--- config.mk ---
export PLATFORM = sky130hd
export DESIGN_NAME = llmf_ctrl
export DESIGN_NICKNAME = d
export VERILOG_FILES = /design/src/rtl/llmf_pkg.sv /design/src/rtl/llmf_ctrl.sv
export SDC_FILE = /design/constraint.sdc
export NUM_CORES = 1
export LEC_CHECK = 0
export BUFFER_PORTS_ARGS = -buffer_cell sky130_fd_sc_hd__buf_2
export CAP_MARGIN = 20
export CORE_AREA = 10 10 47 49
export DETAILED_ROUTE_END_ITERATION = 6
export DIE_AREA = 0 0 57 59
export SYNTH_ARGS = -nofsm -noshare
export SYNTH_HDL_FRONTEND = slang
export SYNTH_SLANG_ARGS = --single-unit
--- constraint.sdc ---
create_clock -name clk -period 1.1 [get_ports clk]
set_input_delay 0.11 -clock clk [delete_from_list [all_inputs] [get_ports clk]]
set_output_delay 0.11 -clock clk [all_outputs]
set_load 0.05 [all_outputs]
--- src/rtl/llmf_pkg.sv ---
`default_nettype none

package llmf_pkg;

  localparam int CH_W     = 16;
  localparam int RADIUS_W = 8;
  localparam int SUM_W    = 18;
  localparam int PROD_W   = 36;

  // floor(s / 3) == (s * DIV3_MUL) >> DIV3_SHIFT for every s below 2**19
  localparam logic [SUM_W-1:0] DIV3_MUL   = 18'd174763;
  localparam int               DIV3_SHIFT = 19;

  localparam logic [RADIUS_W-1:0] RADIUS_RST = 8'd1;

  localparam logic OP_LOAD = 1'b0;
  localparam logic OP_EMIT = 1'b1;

  typedef struct packed {
    logic            opcode;
    logic [CH_W-1:0] red_in;
    logic [CH_W-1:0] green_in;
    logic [CH_W-1:0] blue_in;
    logic [CH_W-1:0] alpha_in;
    logic            last_in;
  } in_t;

  typedef struct packed {
    logic [CH_W-1:0] red_out;
    logic [CH_W-1:0] green_out;
    logic [CH_W-1:0] blue_out;
    logic [CH_W-1:0] alpha_out;
    logic            last_out;
  } out_t;

  typedef struct packed {
    logic [CH_W-1:0] alpha;
    logic [CH_W-1:0] blue;
    logic [CH_W-1:0] green;
    logic [CH_W-1:0] red;
  } pix_t;

  typedef struct packed {
    logic [CH_W-1:0] luma;
    pix_t            pix;
  } entry_t;

  typedef enum logic [2:0] {
    ST_IDLE,
    ST_LOAD_DIV,
    ST_LOAD_WR,
    ST_SCAN,
    ST_DELIVER
  } state_t;

  typedef struct packed {
    logic load_capture;
    logic load_div;
    logic load_write;
    logic emit_setup;
    logic scan;
    logic out_load;
  } cmd_t;

  typedef struct packed {
    logic emit_ok;
    logic scan_done;
  } status_t;

endpackage

`default_nettype wire

--- src/rtl/llmf_ctrl.sv ---
`default_nettype none

module llmf_ctrl
  import llmf_pkg::*;
(
  input  wire     clk,
  input  wire     rst_n,
  input  wire     in_valid,
  output logic    in_ready,
  input  wire     in_opcode,
  output logic    out_valid,
  input  wire     out_ready,
  input  status_t st,
  output cmd_t    cmd
);

  state_t state_r, state_nxt;
  logic   out_valid_r, out_valid_nxt;

  always_ff @(posedge clk) begin
    if (!rst_n) begin
      state_r     <= ST_IDLE;
      out_valid_r <= 1'b0;
    end else begin
      state_r     <= state_nxt;
      out_valid_r <= out_valid_nxt;
    end
  end

  always_comb begin
    state_nxt = state_r;
    cmd       = '0;
    in_ready  = 1'b0;
    case (state_r)
      ST_IDLE: begin
        in_ready = 1'b1;
        if (in_valid) begin
          if (in_opcode == OP_LOAD) begin
            cmd.load_capture = 1'b1;
            state_nxt        = ST_LOAD_DIV;
          end else if (st.emit_ok) begin
            cmd.emit_setup = 1'b1;
            state_nxt      = ST_SCAN;
          end
        end
      end
      ST_LOAD_DIV: begin
        cmd.load_div = 1'b1;
        state_nxt    = ST_LOAD_WR;
      end
      ST_LOAD_WR: begin
        cmd.load_write = 1'b1;
        state_nxt      = ST_IDLE;
      end
      ST_SCAN: begin
        cmd.scan = 1'b1;
        if (st.scan_done) begin
          state_nxt = ST_DELIVER;
        end
      end
      ST_DELIVER: begin
        // hold until the previous beat has left the output register
        if (!out_valid_r || out_ready) begin
          cmd.out_load = 1'b1;
          state_nxt    = ST_IDLE;
        end
      end
      default: begin
        state_nxt = ST_IDLE;
      end
    endcase
  end

  always_comb begin
    out_valid_nxt = out_valid_r;
    if (out_valid_r && out_ready) begin
      out_valid_nxt = 1'b0;
    end
    if (cmd.out_load) begin
      out_valid_nxt = 1'b1;
    end
  end

  assign out_valid = out_valid_r;

endmodule

`default_nettype wire

==> Word level (Yosys, flattened, before mapping) <==
Cells that the tools add are included.
{ "op_classes": {"bitwise_logic": 0, "mux": 21, "shifts": 0, "mul": 0, "magnitude_cmp": 0, "n_reduce_logical": 6, "eq_ne": 8, "div_mod_pow": 0, "addsub": 0} }
{ "ops": {"columns": ["operator", "count"], "rows": [
  ["two-way mux 1 bit", 15],
  ["two-way mux 3 bit", 5],
  ["case mux 3 bit (4 select lines)", 1],
  ["== test 3 x 2 -> 1 bit (second input constant)", 2],
  ["!= test 2 bit (second input constant)", 3],
  ["AND reduction 4 bit", 1],
  ["== test 3 x 1 -> 1 bit (second input constant)", 1],
  ["== test 3 bit (second input constant)", 1],
  ["logical NOT 3 bit", 1],
  ["!= test 3 bit (second input constant)", 1],
  ["nonzero test 2 bit", 1],
  ["logical AND 1 bit", 1],
  ["logical NOT 1 bit", 1],
  ["logical OR 1 bit", 1]
]} }
{ "word_totals": {"in_bits": 7, "ram_bits": 0, "out_inout_bits": 8, "mem_count": 0, "romBits": 0, "latch_bits": 0, "ff_bits": 4, "elab_cells": 37} }

==> Depth between registers and ports, before layout <==
{ "depth": {"word_depth": 5, "ltp_mapped": 3, "ltp_nobuf": 3} }

==> Worst setup path before layout <==
No wires, ideal clock.
{ "synth_timing": {"kind": "flip-flop to output port", "start": "reg state_r[0]", "end": "out cmd[4] (netlist name)", "t_required_ns": 0.990, "arrival_ns": 1.591, "path_buffers": 0, "setup_slack_ns": -0.601, "stages_incl_launch_ff": 2, "cell_sequence": "dfxtp_1 nor3b_1"} }
{ "synth_lines": {"columns": ["element", "line_no", "source"], "rows": [
  ["from (decl)", "llmf_ctrl.sv:17", "state_t state_r, state_nxt;"],
  ["from (signal assigned)", "llmf_ctrl.sv:25", "state_r <= state_nxt;"],
  ["to (decl)", "llmf_ctrl.sv:14", "output cmd_t cmd"]
]} }

==> out/results.tsv <==
metric	value	unit
status	finished, violations left	
failing checks	setup timing	
antenna violations before repair	0	
critical path data required time	990	ps
worst hold slack	133	ps
Period minus WS final	1490	ps
Syn Area/Cell	8.89	sq um
post-synthesis adder-cell area fraction	0	%
setup_tns	-2060	ps
syn_nets	35	
nets	63	
Logic pwr share	36.5	%
DP Worst Slack	-241	ps
final setup fails	9	
Post-Syn Instances	28	
synth warn	0	
cts hold-fix bufs	0	
Hold Violations, Final	0	
Reg2Reg Capture Point	state_r[0]	
Compound-Gate Fraction of Synth Area	19.6	%
grt met3 use	2.79	%
Total GRT Usage	5.24	%
global-route wire length before repair	1350	um
Clock Path Buffers	2	
sequential area share after synthesis	32.2	%
reg2reg path depth	4	
Peak VDD IR	0.482	mV
fmax	0.671	GHz
H-tree depth	1	
Internal	0.360	mW
post-DR vias/cell	4.53	
Reg2Reg Setup Slack	-370	ps
largest family of logic cells by synthesized area	simple AND/OR/NAND/NOR gates	
library cells used by synthesis	17	
DR DRC count	0	
RR Startpoint	state_r[0]	
vias in the first global route	332	
Clock Latency Late Sink	240	ps
Final WS setup	-390	ps
Total Routed Length	953	um
P per Cell Area	913	mW/mm^2
post-route insts no fill	70	
total chip power	0.530	mW
CTS Sinks	4	
row count	14	
CP max FO	3	
DR pass1 iterations	4	
Hold Startpoint	rst_n	
Crit. End Element	primary output	
sequential share of power	29.0	%
xor and xnor fraction of the mapped netlist area	0	%
CTS Buf Count	3	
Slew HR	77.7	%
CP startpoint kind	flip-flop	
#FFs+latches synth	4	
Syn-to-layout area delta	133	%
CTS tree	built	
switching power	0.170	mW
LEAKAGE	0.251	nW
wire per inst	13.6	um
pin count of the biggest net entering global routing	8	
starting density of the core	17.8	%
WHS Path Cells	2	
Net Sw Frac	32.0	%
Port Buf Inserts	14	
post-detail-place hpwl	611	um
Worst EP arrival	1380	ps
RePlAce Congestion	0.656	
post-synthesis mux area share	0	%
ANT cells	0	
RSZ-0062 raised after global routing	yes	
die area	0.00336	sq mm
Clock Power Share	34.5	%
CTS clk-pin slew, worst paths	40	ps
grt total ovfl	0	
max cap viols	0	
Simple-Gate Fraction of Synth Area	39.2	%
layout cells sized above 1	75.9	%
Die Ht	59	um
WHS Endpoint	out_valid	
met1 Usage GRT	5.01	%
routed vias	317	
met2 usage	8.37	%
Iter 0 DRT Violations	4	
Final Max Slew Viols	0	
DRT antenna net count	0	
Slew @ Worst Pin	334	ps
placed cells	61	
cell at the root of the clock tree	clkbuf_4	
mapped cell area	249	sq um
# IOs	15	
Worst Clk Skew	7.01	ps
GRT busiest layer	met2	
fin crit share	135	%
HP Class	primary input to flip-flop	
Die W	57	um
core area	0.00140	sq mm
CP Class	flip-flop to primary output	
[critical path, stage by stage (launching register included)]
cell and delay, ps:
dfxtp_1 300, or4b_4 580, nor2_4 110, buf_8 150
[power by group through the flow]
stage	Sequential [mW]	Clock, mW	Combinational (mW)
6_report	0.154	0.183	0.194
5_1_grt	0.153	0.209	0.204
4_1_cts	0.153	0.197	0.177
3_5_place_dp	0.156	0	0.136
3_3_place_gp	0.156	0	0.135
2_1_floorplan	0.161	0	0.0891
[worst max-delay path by stage]
stage	from	end	slack, ps	depth (start not counted)
detailed placement	state_r[2]	cmd[5]	-240	3
floorplan	state_r[2]	cmd[2]	-210	2
global route	state_r[0]	cmd[5]	-420	3
finish	state_r[0]	cmd[2]	-390	3
CTS	state_r[0]	cmd[5]	-400	3
global placement	state_r[2]	cmd[2]	-230	3
[placed cells by master (no fill, tap or decap)]
cell / n
a31oi_1: 1
inv_2: 1
buf_8: 3
o32ai_2: 1
nand2_1: 1
nor2b_1: 2
nand2b_1: 2
o21a_1: 1
buf_12: 1
dfxtp_2: 2
dfxtp_1: 2
a32o_1: 1
nand3b_1: 1
inv_1: 1
buf_6: 6
nor2b_4: 1
and2_1: 1
nor2_4: 2
or4b_4: 1
a2111oi_2: 1
nor3b_4: 3
buf_2: 7
clkbuf_4: 3
buf_4: 8
nor3_4: 1
[area by class of cell]
type,count,area (sq um)
multi-input cells,20,220
repair buffers,25,228
well taps,16,20.0
fillers,139,821
clock buffers,3,22.5
inverters,2,7.51
flip-flops and latches,4,82.6
[kinds of logic after synthesis]
family                 count (synthesis)
DFF                                    4
AOI/OAI and AO/OA                      5
buffers and inverters                  4
and+or+nand+nor                       15
[flip-flops by register name, indices dropped and copies added (netlist names)]
name       count
out_valid      1
state_r        3
[routing by layer]
layer  vias to the layer above  share of wire [%]
met5                         -                  0
met1                       148                 37
met3                         0                7.3
li1                        152                  -
met4                         0                  0
met2                        17                 56
[synthesized netlist by cell type]
cell type	n	area share (%)
a2111oi_0	1	3.5
a31oi_1	1	2.5
a32o_1	1	4.0
and2_1	1	2.5
buf_4	2	6.0
dfxtp_1	4	32
inv_1	2	3.0
nand2_1	1	1.5
nand2b_1	2	5.0
nand3b_1	1	3.0
nor2_1	2	3.0
nor2b_1	3	7.5
nor3_1	1	2.0
nor3b_1	3	9.0
o21a_1	1	3.0
o32ai_2	1	6.5
or4b_4	1	5.5
[metrics by stage]
step                utilization [%]  cell area [sq um]
finish                         41.4                581
global placement               28.1                394
floorplan                         -                282
CTS                            39.3                551
global route                   41.4                581
detailed placement             28.1                394
[repair_timing]
item                                   4_1_cts  5_1_grt
setup endpoints to repair                   10       11
pin swaps                                    4        2
gates resized for setup                     24        5
setup buffers                                5        1
endpoints found under the hold margin        0        0
Note: power is estimated with default switching activity, not from simulation.
